`src/hw/rtl/mtsi_pkg.sv`:
```
`timescale 1ns / 1ps
`default_nettype none

package mtsi_pkg;

  // Sector table geometry.
  localparam int SectorSlots = 16;
  localparam int SlotW       = $clog2(SectorSlots);
  localparam int RamDepth    = 2 * SectorSlots;
  localparam int RamAddrW    = $clog2(RamDepth);

  // Track geometry: the position counter must be able to hold TrackWords itself.
  localparam int TrackWords = 16384;
  localparam int PosW       = $clog2(TrackWords + 1);
  localparam int OffW       = 14;

  // Field widths.
  localparam int WordW     = 16;
  localparam int TrackW    = 8;
  localparam int LimitW    = 5;
  localparam int CfgDataW  = 8;
  localparam int OutFieldW = SlotW + OffW;
  localparam int OutDataW  = ((OutFieldW + 7) / 8) * 8;

  // Format constants.
  localparam logic [WordW-1:0]  SyncWord   = 16'h4489;
  localparam logic [31:0]       BitMask    = 32'h5555_5555;
  localparam logic [7:0]        FormatByte = 8'hff;
  localparam logic [SlotW-1:0]  LastSlot   = SlotW'(SectorSlots - 1);

  // Configuration register indexes.
  typedef enum logic [0:0] {
    CfgExpectedTrack = 1'b0,
    CfgSectorLimit   = 1'b1
  } cfg_idx_e;

  // Table write from the scanner.
  typedef struct packed {
    logic             en;
    logic             bank;
    logic [SlotW-1:0] slot;
    logic [OffW-1:0]  off;
  } tbl_wr_t;

  // Table read from the dump sequencer; a read also clears the entry.
  typedef struct packed {
    logic             en;
    logic             bank;
    logic [SlotW-1:0] slot;
  } tbl_rd_t;

endpackage

`default_nettype wire

```
`src/hw/rtl/mtsi_ram.sv`:
```
`timescale 1ns / 1ps
`default_nettype none

module mtsi_ram #(
  parameter int Width = 8,
  parameter int Depth = 16
) (
  input  wire logic                     clk_i,
  input  wire logic                     we_i,
  input  wire logic [$clog2(Depth)-1:0] waddr_i,
  input  wire logic [Width-1:0]         wdata_i,
  input  wire logic                     re_i,
  input  wire logic [$clog2(Depth)-1:0] raddr_i,
  output logic      [Width-1:0]         rdata_o
);

  logic [Width-1:0] mem_q [Depth];

  // One write port, one registered read port; read data holds without a read.
  always_ff @(posedge clk_i) begin
    if (we_i) begin
      mem_q[waddr_i] <= wdata_i;
    end
    if (re_i) begin
      rdata_o <= mem_q[raddr_i];
    end
  end

endmodule

`default_nettype wire

```
`src/hw/rtl/mtsi_scan.sv`:
```
`timescale 1ns / 1ps
`default_nettype none

module mtsi_scan import mtsi_pkg::*; (
  input  wire logic                   clk_i,
  input  wire logic                   rst_ni,
  input  wire logic                   accept_i,
  input  wire logic [WordW-1:0]       word_i,
  input  wire logic                   eot_i,
  input  wire logic [TrackW-1:0]      exp_track_i,
  input  wire logic [LimitW-1:0]      limit_i,
  input  wire logic [SectorSlots-1:0] slot_valid_i,
  output tbl_wr_t                     wr_o,
  output logic                        bank_o,
  output logic                        dump_start_o
);

  logic [2:0][WordW-1:0] win_q, win_d;
  logic [2:0]            mark_q, mark_d;
  logic                  prev_sync_q, prev_sync_d;
  logic [PosW-1:0]       pos_q, pos_d;
  logic                  bank_q, bank_d;

  logic                  in_track;
  logic                  is_sync;
  logic [31:0]           odd_l, even_l, dec;
  logic [7:0]            fmt, trk, sec;
  logic                  hdr_ok;

  // Header decode over the window as it stands after this word shifts in.
  always_comb begin
    in_track = pos_q < PosW'(TrackWords);
    is_sync  = word_i == SyncWord;
    odd_l    = {win_q[0], win_q[1]};
    even_l   = {win_q[2], word_i};
    dec      = (even_l & BitMask) | ((odd_l & BitMask) << 1);
    fmt      = dec[31:24];
    trk      = dec[23:16];
    sec      = dec[15:8];
    hdr_ok   = mark_q[0] && (pos_q >= PosW'(3)) && (fmt == FormatByte) &&
               (trk == exp_track_i) && (sec < {3'b000, limit_i}) &&
               (sec[7:SlotW] == '0);
  end

  // Only the first header of each sector is written into the table.
  always_comb begin
    wr_o.en   = accept_i && in_track && hdr_ok && !slot_valid_i[sec[SlotW-1:0]];
    wr_o.bank = bank_q;
    wr_o.slot = sec[SlotW-1:0];
    wr_o.off  = OffW'(pos_q - PosW'(3));
  end

  // Window shift, sync tracking and the end-of-track clear with bank swap.
  always_comb begin
    win_d       = win_q;
    mark_d      = mark_q;
    prev_sync_d = prev_sync_q;
    pos_d       = pos_q;
    bank_d      = bank_q;
    if (accept_i) begin
      if (eot_i) begin
        win_d       = '0;
        mark_d      = '0;
        prev_sync_d = 1'b0;
        pos_d       = '0;
        bank_d      = !bank_q;
      end else if (in_track) begin
        win_d       = {word_i, win_q[2], win_q[1]};
        mark_d      = {prev_sync_q && !is_sync, mark_q[2], mark_q[1]};
        prev_sync_d = is_sync;
        pos_d       = pos_q + PosW'(1);
      end
    end
  end

  always_ff @(posedge clk_i or negedge rst_ni) begin
    if (!rst_ni) begin
      win_q       <= '0;
      mark_q      <= '0;
      prev_sync_q <= 1'b0;
      pos_q       <= '0;
      bank_q      <= 1'b0;
    end else begin
      win_q       <= win_d;
      mark_q      <= mark_d;
      prev_sync_q <= prev_sync_d;
      pos_q       <= pos_d;
      bank_q      <= bank_d;
    end
  end

  assign bank_o       = bank_q;
  assign dump_start_o = accept_i && eot_i;

endmodule

`default_nettype wire

```
`src/hw/rtl/mtsi_dump.sv`:
```
`timescale 1ns / 1ps
`default_nettype none

module mtsi_dump import mtsi_pkg::*; (
  input  wire logic                clk_i,
  input  wire logic                rst_ni,
  input  wire logic                start_i,
  input  wire logic                start_bank_i,
  input  wire logic                slot_valid_i,
  input  wire logic [OffW-1:0]     rdata_i,
  input  wire logic                out_ready_i,
  output tbl_rd_t                  rd_o,
  output logic                     busy_o,
  output logic                     out_valid_o,
  output logic [SlotW-1:0]         out_slot_o,
  output logic [OffW-1:0]          out_off_o,
  output logic                     out_last_o
);

  logic             busy_q, busy_d;
  logic             bank_q, bank_d;
  logic [SlotW-1:0] slot_q, slot_d;
  logic             pend_q, pend_d;
  logic             pend_vld_q, pend_vld_d;
  logic [SlotW-1:0] pend_slot_q, pend_slot_d;
  logic             oval_q, oval_d;
  logic [SlotW-1:0] oslot_q, oslot_d;
  logic [OffW-1:0]  ooff_q, ooff_d;

  logic             move;
  logic             issue;

  // Read data moves on when the output register is empty or being taken.
  assign move  = pend_q && (!oval_q || out_ready_i);
  assign issue = busy_q && (!pend_q || move);

  assign rd_o.en   = issue;
  assign rd_o.bank = bank_q;
  assign rd_o.slot = slot_q;

  // Slot sequencer, read stage and output register.
  always_comb begin
    busy_d      = busy_q;
    bank_d      = bank_q;
    slot_d      = slot_q;
    pend_d      = pend_q;
    pend_vld_d  = pend_vld_q;
    pend_slot_d = pend_slot_q;
    oval_d      = oval_q;
    oslot_d     = oslot_q;
    ooff_d      = ooff_q;

    if (move) begin
      oval_d  = 1'b1;
      oslot_d = pend_slot_q;
      ooff_d  = pend_vld_q ? rdata_i : '0;
    end else if (out_ready_i) begin
      oval_d = 1'b0;
    end

    if (issue) begin
      pend_d      = 1'b1;
      pend_vld_d  = slot_valid_i;
      pend_slot_d = slot_q;
      slot_d      = slot_q + SlotW'(1);
      if (slot_q == LastSlot) begin
        busy_d = 1'b0;
      end
    end else if (move) begin
      pend_d = 1'b0;
    end

    if (start_i) begin
      busy_d = 1'b1;
      bank_d = start_bank_i;
      slot_d = '0;
    end
  end

  always_ff @(posedge clk_i or negedge rst_ni) begin
    if (!rst_ni) begin
      busy_q <= 1'b0;
      bank_q <= 1'b0;
      slot_q <= '0;
      pend_q <= 1'b0;
      oval_q <= 1'b0;
    end else begin
      busy_q <= busy_d;
      bank_q <= bank_d;
      slot_q <= slot_d;
      pend_q <= pend_d;
      oval_q <= oval_d;
    end
  end

  always_ff @(posedge clk_i) begin
    pend_vld_q  <= pend_vld_d;
    pend_slot_q <= pend_slot_d;
    oslot_q     <= oslot_d;
    ooff_q      <= ooff_d;
  end

  assign busy_o      = busy_q;
  assign out_valid_o = oval_q;
  assign out_slot_o  = oslot_q;
  assign out_off_o   = ooff_q;
  assign out_last_o  = oslot_q == LastSlot;

endmodule

`default_nettype wire

```
`src/hw/rtl/mfm_track_sector_indexer.sv`:
```
// Flow: after the end-of-track word the dump sequencer reads each slot from the table RAM
// and passes it on through its output register, one entry per cycle while the output accepts.
// Throughput: one word per cycle while tready is high. The table is double-banked in one
// RAM, so a new track is scanned while the previous one is read out; an end-of-track word
// waits only while the sixteen slot reads of the previous dump are still being issued.
// Reset: asynchronous, active low; control state clears, expected_track 0, sector_limit 11.
`timescale 1ns / 1ps
`default_nettype none

module mfm_track_sector_indexer import mtsi_pkg::*; (
  input  wire logic                clk_i,
  input  wire logic                rst_ni,
  // Configuration write port.
  input  wire logic                cfg_we_i,
  input  wire logic                cfg_idx_i,
  input  wire logic [CfgDataW-1:0] cfg_data_i,
  // Input stream.
  input  wire logic                s_axis_tvalid,
  output logic                     s_axis_tready,
  input  wire logic [WordW-1:0]    s_axis_tdata,   // [15:0] mfm_word
  input  wire logic                s_axis_tlast,   // end_of_track
  // Output stream.
  output logic                     m_axis_tvalid,
  input  wire logic                m_axis_tready,
  output logic [OutDataW-1:0]      m_axis_tdata,   // [3:0] sector_number, [17:4] word_offset
  output logic                     m_axis_tlast    // last_entry
);

  logic [TrackW-1:0]   exp_track_q;
  logic [LimitW-1:0]   limit_q;
  logic [RamDepth-1:0] valid_q, valid_d;

  logic                accept;
  logic                dump_busy;
  logic                dump_start;
  logic                cur_bank;
  tbl_wr_t             wr;
  tbl_rd_t             rd;
  logic [OffW-1:0]     rdata;
  logic [SlotW-1:0]    out_slot;
  logic [OffW-1:0]     out_off;

  // An end-of-track transfer waits until the previous dump has issued all reads.
  assign s_axis_tready = !(dump_busy && s_axis_tlast);
  assign accept        = s_axis_tvalid && s_axis_tready;

  // Configuration registers.
  always_ff @(posedge clk_i or negedge rst_ni) begin
    if (!rst_ni) begin
      exp_track_q <= '0;
      limit_q     <= LimitW'(11);
    end else if (cfg_we_i) begin
      case (cfg_idx_e'(cfg_idx_i))
        CfgExpectedTrack: exp_track_q <= cfg_data_i[TrackW-1:0];
        CfgSectorLimit:   limit_q     <= cfg_data_i[LimitW-1:0];
        default:          ;
      endcase
    end
  end

  // Per-entry valid bits: set on the first header of a sector, cleared as the dump reads.
  always_comb begin
    valid_d = valid_q;
    if (rd.en) begin
      valid_d[{rd.bank, rd.slot}] = 1'b0;
    end
    if (wr.en) begin
      valid_d[{wr.bank, wr.slot}] = 1'b1;
    end
  end

  always_ff @(posedge clk_i or negedge rst_ni) begin
    if (!rst_ni) begin
      valid_q <= '0;
    end else begin
      valid_q <= valid_d;
    end
  end

  mtsi_scan u_scan (
    .clk_i        (clk_i),
    .rst_ni       (rst_ni),
    .accept_i     (accept),
    .word_i       (s_axis_tdata),
    .eot_i        (s_axis_tlast),
    .exp_track_i  (exp_track_q),
    .limit_i      (limit_q),
    .slot_valid_i (valid_q[{cur_bank, {SlotW{1'b0}}} +: SectorSlots]),
    .wr_o         (wr),
    .bank_o       (cur_bank),
    .dump_start_o (dump_start)
  );

  mtsi_ram #(
    .Width (OffW),
    .Depth (RamDepth)
  ) u_table (
    .clk_i   (clk_i),
    .we_i    (wr.en),
    .waddr_i ({wr.bank, wr.slot}),
    .wdata_i (wr.off),
    .re_i    (rd.en),
    .raddr_i ({rd.bank, rd.slot}),
    .rdata_o (rdata)
  );

  mtsi_dump u_dump (
    .clk_i        (clk_i),
    .rst_ni       (rst_ni),
    .start_i      (dump_start),
    .start_bank_i (cur_bank),
    .slot_valid_i (valid_q[{rd.bank, rd.slot}]),
    .rdata_i      (rdata),
    .out_ready_i  (m_axis_tready),
    .rd_o         (rd),
    .busy_o       (dump_busy),
    .out_valid_o  (m_axis_tvalid),
    .out_slot_o   (out_slot),
    .out_off_o    (out_off),
    .out_last_o   (m_axis_tlast)
  );

  assign m_axis_tdata = {(OutDataW - OutFieldW)'(0), out_off, out_slot};

`ifndef SYNTHESIS
  // A new dump never starts while the previous one is still issuing reads.
  assert property (@(posedge clk_i) disable iff (!rst_ni)
    dump_start |-> !dump_busy)
    else $error("end-of-track accepted during a dump");

  // The scanner and the dump never touch the same bank in one cycle.
  assert property (@(posedge clk_i) disable iff (!rst_ni)
    (wr.en && rd.en) |-> (wr.bank != rd.bank))
    else $error("table write and dump read hit the same bank");

  // The final entry of a dump always describes the last slot.
  assert property (@(posedge clk_i) disable iff (!rst_ni)
    (m_axis_tvalid && m_axis_tlast) |-> (out_slot == LastSlot))
    else $error("last entry flagged on the wrong slot");

  // A started dump holds busy in the following cycle.
  assert property (@(posedge clk_i) disable iff (!rst_ni)
    dump_start |=> dump_busy)
    else $error("dump did not start");
`endif

endmodule

`default_nettype wire

```
`config.mk`:
```
export PLATFORM = sky130hd
export DESIGN_NAME = mfm_track_sector_indexer
export DESIGN_NICKNAME = d
export VERILOG_FILES = /design/src/hw/rtl/mtsi_pkg.sv /design/src/hw/rtl/mtsi_ram.sv /design/src/hw/rtl/mtsi_scan.sv /design/src/hw/rtl/mtsi_dump.sv /design/src/hw/rtl/mfm_track_sector_indexer.sv
export SDC_FILE = /design/constraint.sdc
export NUM_CORES = 1
export LEC_CHECK = 0
export BUFFER_PORTS_ARGS = -buffer_cell sky130_fd_sc_hd__buf_2
export CAP_MARGIN = 20
export CORE_MARGIN = 10
export CORE_UTILIZATION = 45
export CTS_BUF_LIST = sky130_fd_sc_hd__clkbuf_8
export CTS_CLUSTER_DIAMETER = 150
export DETAILED_ROUTE_END_ITERATION = 8
export PLACE_DENSITY_LB_ADDON = 0.2
export SYNTH_ARGS = -nofsm -noshare
export SYNTH_HDL_FRONTEND = slang
export SYNTH_HIERARCHICAL = 1
export SYNTH_SLANG_ARGS = --single-unit
```
`constraint.sdc`:
```
create_clock -name clk_i -period 7.9 [get_ports clk_i]
set_clock_uncertainty 0.15 [all_clocks]
set_input_delay 1.185 -clock clk_i [delete_from_list [all_inputs] [get_ports clk_i]]
set_output_delay 1.185 -clock clk_i [all_outputs]
set_load 0.05 [all_outputs]
```
Word level (Yosys, flattened, before mapping)
Memory sizes are Yosys's and may differ from the RTL's. A register that Yosys moved wholly into a read port is not among the register bits.
Cells that the tools add are included.
- output and inout bits: 27
- word-level logic and storage cells: 106
- memories: 1
- memory bits (writable): 448
- register bits after elaboration: 143
- input port bits: 31
- equality and inequality tests: 5
- shift operators: 1
- reduce and logical (&&, ||, !) cells: 35
- bitwise operators: 5
- multiplexer cells: 29
- add/sub/neg operators: 3
- $lt $le $gt $ge: 8
- memories (memory ; words ; width ; read ports ; clocked after Yosys merged registers in ; write ports ; line ; text):
    u_table.mem_q ; 32 ; 14 ; 1 ; 1 ; 1 ; mtsi_ram.sv:17 ; logic [Width-1:0] mem_q [Depth];
- operator list (operator ; count):
    $mux 48 ; 2
    $mux 32 ; 2
    $and 32x32->32 ; 1
    $not 32->32 ; 1
    $or 31x32->32 ; 1
    $or 32x32->32 ; 1
    $shiftx 32x6->16 ; 1
    $mux 15 ; 2
    $eq 16x15->1 const B ; 1
    $logic_and 1x1->1 ; 16
    $add 15x1->15 const B ; 1
    $ge 15x2->1 const B ; 1
    $lt 15x15->1 const B ; 1
    $mux 1 ; 15
    $sub 14x2->14 const B ; 1
    $lt 5x6->1 const B ; 2
    $demux 1 s5 ; 2
    $ge 5x1->1 const B ; 2
    $reduce_and 2->1 ; 5
    $reduce_bool 2->1 ; 5
    $eq 4x4->1 const B ; 2
    $eq 8x8->1 ; 1
    $eq 8x8->1 const B ; 1
    $lt 8x5->1 ; 1
    10 further kinds ; 18

Logic depth before layout (Yosys ltp)
- depth in word-level cells: 10
- mapped depth: 10
- depth with buffers taken out: 9

Modules after synthesis
Netlist, hierarchy kept.
- modules (own cells, without submodules) (module ; area each (µm²) ; cells an instance ; seq. area each (µm²) ; times used):
    mtsi_ram ; 18151.2 ; 1006 ; 13873.3 ; 1
    mfm_track_sector_indexer ; 2429.8 ; 232 ; 1129.8 ; 1
    mtsi_scan ; 2417.3 ; 229 ; 1101.1 ; 1
    mtsi_dump ; 1207.4 ; 77 ; 890.9 ; 1

Worst setup path before layout
Ideal clock, no wire load.
- path kind: in2reg
- from: in s_axis_tlast
- to: mem u_table/mem_q[12][0] (netlist name) (enable)
- data required time: 7.366 ns
- library setup time: 0.384 ns
- stages: 10
- path buffers: 1
- data arrival time: 4.339 ns
- slack: 3.027 ns
- cells stage by stage: nand2_1 -> and2_1 -> nor4bb_1 -> nand4_1 -> nor4_1 -> o221ai_1 -> a221oi_1 -> or3b_2 -> clkbuf_1 -> nor2_1
- RTL lines (item ; line ; text):
    start, declared ; mfm_track_sector_indexer.sv:21 ; input wire logic s_axis_tlast,
    end, declared ; mtsi_ram.sv:17 ;

==> results.yml <==
run_status:
  status: "complete, no violations"
yosys:
  synth_enable_flop_cells: 485
  synth_top_cell_area_share_pct: 60.2
  post-synth-top-area-cell: "sky130_fd_sc_hd__edfxtp_1"
  synth-async-reset-ratio_pct: 16.7
  synth.avg_cell_area_um2: 15.7
  synth-main-ff-cell: "sky130_fd_sc_hd__edfxtp_1"
  synth_warnings: 6
  syn_area_um2: 24200
  synthCells: 1544
  postSynthRegisterBits: 582
  synth_seq_area_share_pct: 70.2
  synthDistinctLibCells: 64
  ys_top_cells_by_area: "sky130_fd_sc_hd__edfxtp_1 60%, sky130_fd_sc_hd__mux2i_1 9.9%, sky130_fd_sc_hd__dfrtp_1 9.7%"
final_layout:
  area_growth_from_synthesis_to_final_layout_pct: 11.9
  final_layout_size_suffix_gt1_share_pct: 17.3
  design.final.nets: 1694
  num-fill-cells: 4414
  num_antenna_cells: 0
clocking:
  ctsLongestPathBuffers: 3
  clkLatencyLatePin_ns: 0.69
  clock_sinks: 582
  post_cts_resized: 0
  post_cts_buffers: 0
  cts.reportedPaths.clkPinSlew_ns: 0.06
  clk_root_buffer_cell: "sky130_fd_sc_hd__clkbuf_8"
  tritoncts_clock_tree: "yes"
  cts_hold_buffers: 0
  cts_inserted_buffers: 95
  cts_htree_levels: 3
power:
  vdd_ir_drop_max_v: 0.000268
  power_leakage_nw: 9.68
  p_per_area_nw_per_um2: 303
floorplan:
  io-pin-count: 58
  row_count: 84
  design.die.area_um2: 63500
  initial_utilization_pct: 45.8
  die_w_um: 252
  placeableCoreArea_um2: 52900
  die-height_um: 252
grt:
  grt_pass1_vias: 13600
  grt-ovfl-total: 0
  grt_util_met3_pct: 4.14
  antenna_found_initial: 0
  globalRouteMet2Util_pct: 26.9
  gr-max-usage-layer: "met2"
  use_met1_pct: 24.8
  globalRouteTotalUtil_pct: 17.9
  grt_max_degree: 135
  grt_pass1_wl_um: 85700
place:
  routabilityCongestion: 0.831
  placement.setup.worst_slack_ns: 2.04
  hpwl_after_detailed_placement_um: 34800
  io_buffer_count: 51
timing:
  final_hold_viol_count: 0
  grt_setup_unrepaired: "false"
  report.final.slew_viol_count: 0
  slew_headroom_pct: 27.9
  timing.fmax_mhz: 189
  fin_tns_setup_ns: 0
  final-setup-viol-count: 0
  final_critical_path_setup_slack_ns: 2.61
  worstMarginPinSlew_ns: 1.08
  final_critical_period_ns: 5.29
  layout_worst_path_cycle_share_pct: 66.9
worst_setup_path:
  timing.setup.critical_path_class: "reg2reg"
  worst-endpoint-required_ns: 8.12
  worstPathArrival_ns: 5.51
  setup_crit_start_kind: "flip-flop"
  critical_path_sink_type: "flip-flop"
  timing.critical_path.fanout_max: 20
worst_hold_path:
  worstHoldPathType: "reg2reg"
detailed_routing:
  drt-initial-drc-count: 1327
  drt.antenna.violating_nets: 0
  routed_via_density: 5.70
  vias: 13800
  wl_per_cell_um: 23.9
  routed_wirelength_um: 57900
  drc_errors: 0
  pre_repair_dr_iteration_count: 5
run:
  max_cap_violations: 0
[cells by family (layout without fill, tap and decap cells)]
family	Yosys count	after routing	synth area share, %
other	1	6	0.0155
xor gates and xnor gates	27	27	0.977
AOI/OAI and AO/OA	252	252	6.97
adders and majority gates	6	6	0.310
muxes	278	278	11.9
and+or+nand+nor	285	285	6.41
DFF	582	582	70.2
buffers and inverters	113	298	3.20
[metrics by stage]
stage	total power (W)	utilization, %	area (µm²)	hold slack, ns	cells
2_1_floorplan	0.00516	-	24200	0.250	1549
3_3_place_gp	0.00576	47.2	25000	0.258	2217
3_5_place_dp	0.00578	47.3	25000	0.262	2221
4_1_cts	0.00824	50.7	26800	0.238	2395
5_1_grt	0.00853	51.3	27100	0.262	2422
6_report	0.00820	51.3	27100	0.265	2422
[critical path: stages, from the launching register on]
cell	delay, ns
sky130_fd_sc_hd__dfrtp_1	0.84
sky130_fd_sc_hd__buf_8	0.24
sky130_fd_sc_hd__mux2_2	0.35
sky130_fd_sc_hd__mux4_2	0.48
sky130_fd_sc_hd__mux2i_1	0.16
sky130_fd_sc_hd__o221ai_1	0.14
sky130_fd_sc_hd__a221oi_1	0.77
sky130_fd_sc_hd__nand3b_1	0.81
sky130_fd_sc_hd__nor2_1	0.79
sky130_fd_sc_hd__buf_6	0.24
[flip-flops by register name (all words and copies together) (netlist names), 5 cells and up]
signal / cells
u_table/rdata_o: 14
u_dump/out_off_o: 14
limit_q: 5
u_scan/even_l: 8
u_table/mem_q: 448
exp_track_q: 8
valid_q: 32
u_scan/odd_l: 16
u_scan/pos_q: 15
[routing by layer]
metal	vias up	share of wire (%)
met5	-	0
met4	0	2.9
met3	106	6.7
met2	485	46
met1	6988	45
li1	6225	-
[cells in the mapped netlist, drive strengths merged (19+ instances only)]
master  instances
edfxtp        485
mux2i         240
dfrtp          94
buf            78
o21ai          75
a22oi          57
nor2           57
a22o           55
nand3          48
nand2          45
a21oi          35
mux2           34
clkbuf         23
nand4          22
and2           21
nor3           19
[cell usage in the layout, fill, tap and decap left out, types with 13 or more instances in the layout]
cell type	n
sky130_fd_sc_hd__a21oi_1	35
sky130_fd_sc_hd__a22o_1	55
sky130_fd_sc_hd__a22oi_1	57
sky130_fd_sc_hd__a31oi_1	15
sky130_fd_sc_hd__and2_1	20
sky130_fd_sc_hd__buf_2	50
sky130_fd_sc_hd__buf_4	47
sky130_fd_sc_hd__clkbuf_8	109
sky130_fd_sc_hd__clkinv_1	19
sky130_fd_sc_hd__clkinv_2	13
sky130_fd_sc_hd__dfrtp_1	93
sky130_fd_sc_hd__edfxtp_1	485
sky130_fd_sc_hd__inv_1	39
sky130_fd_sc_hd__mux2_2	24
sky130_fd_sc_hd__mux2i_1	240
sky130_fd_sc_hd__nand2_1	45
sky130_fd_sc_hd__nand3_1	48
sky130_fd_sc_hd__nand3b_1	15
sky130_fd_sc_hd__nand4_1	22
sky130_fd_sc_hd__nor2_1	56
sky130_fd_sc_hd__nor3_1	18
sky130_fd_sc_hd__o21ai_0	49
sky130_fd_sc_hd__o21ai_1	26
[path summary, 6_finish.rpt]
| path | from | endpoint | cells after the start | slack, ns |
|---|---|---|---|---|
| min | u_dump/pend_slot_q[2] | u_dump/out_slot_o[2] | 0 | 0.26 |
| min reg2reg | u_dump/pend_slot_q[2] | u_dump/out_slot_o[2] | 0 | 0.26 |
| max | u_scan/bank_o | u_table/mem_q[30][0] | 9 | 2.61 |
| max in group asynchronous | rst_ni | u_dump/slot_q[0] | 2 | 6.01 |
| max reg2reg | u_scan/bank_o | u_table/mem_q[30][0] | 9 | 2.61 |
| min in group asynchronous | rst_ni | exp_track_q[4] | 1 | 0.29 |
[report_power, final]
part / leakage [nW] / total (W) / internal, W / switching [W]
Combinational: 3.06 / 0.00196 / 0.000627 / 0.00133
Clock: 1.03 / 0.00245 / 0.00129 / 0.00116
Sequential: 5.60 / 0.00378 / 0.00365 / 0.000136
[area by class of cell]
class	count	area [µm²]	share of cell area [%]
Clock buffer	109	1500	5.54
Clock inverter	65	308	1.14
Inverter	12	45.0	0.166
Multi-Input combinational cell	854	6570	24.2
Sequential cell	582	17000	62.7
Tap cell	688	861	3.18
Timing Repair Buffer	112	817	3.02
(Power assumes the default switching activity.)
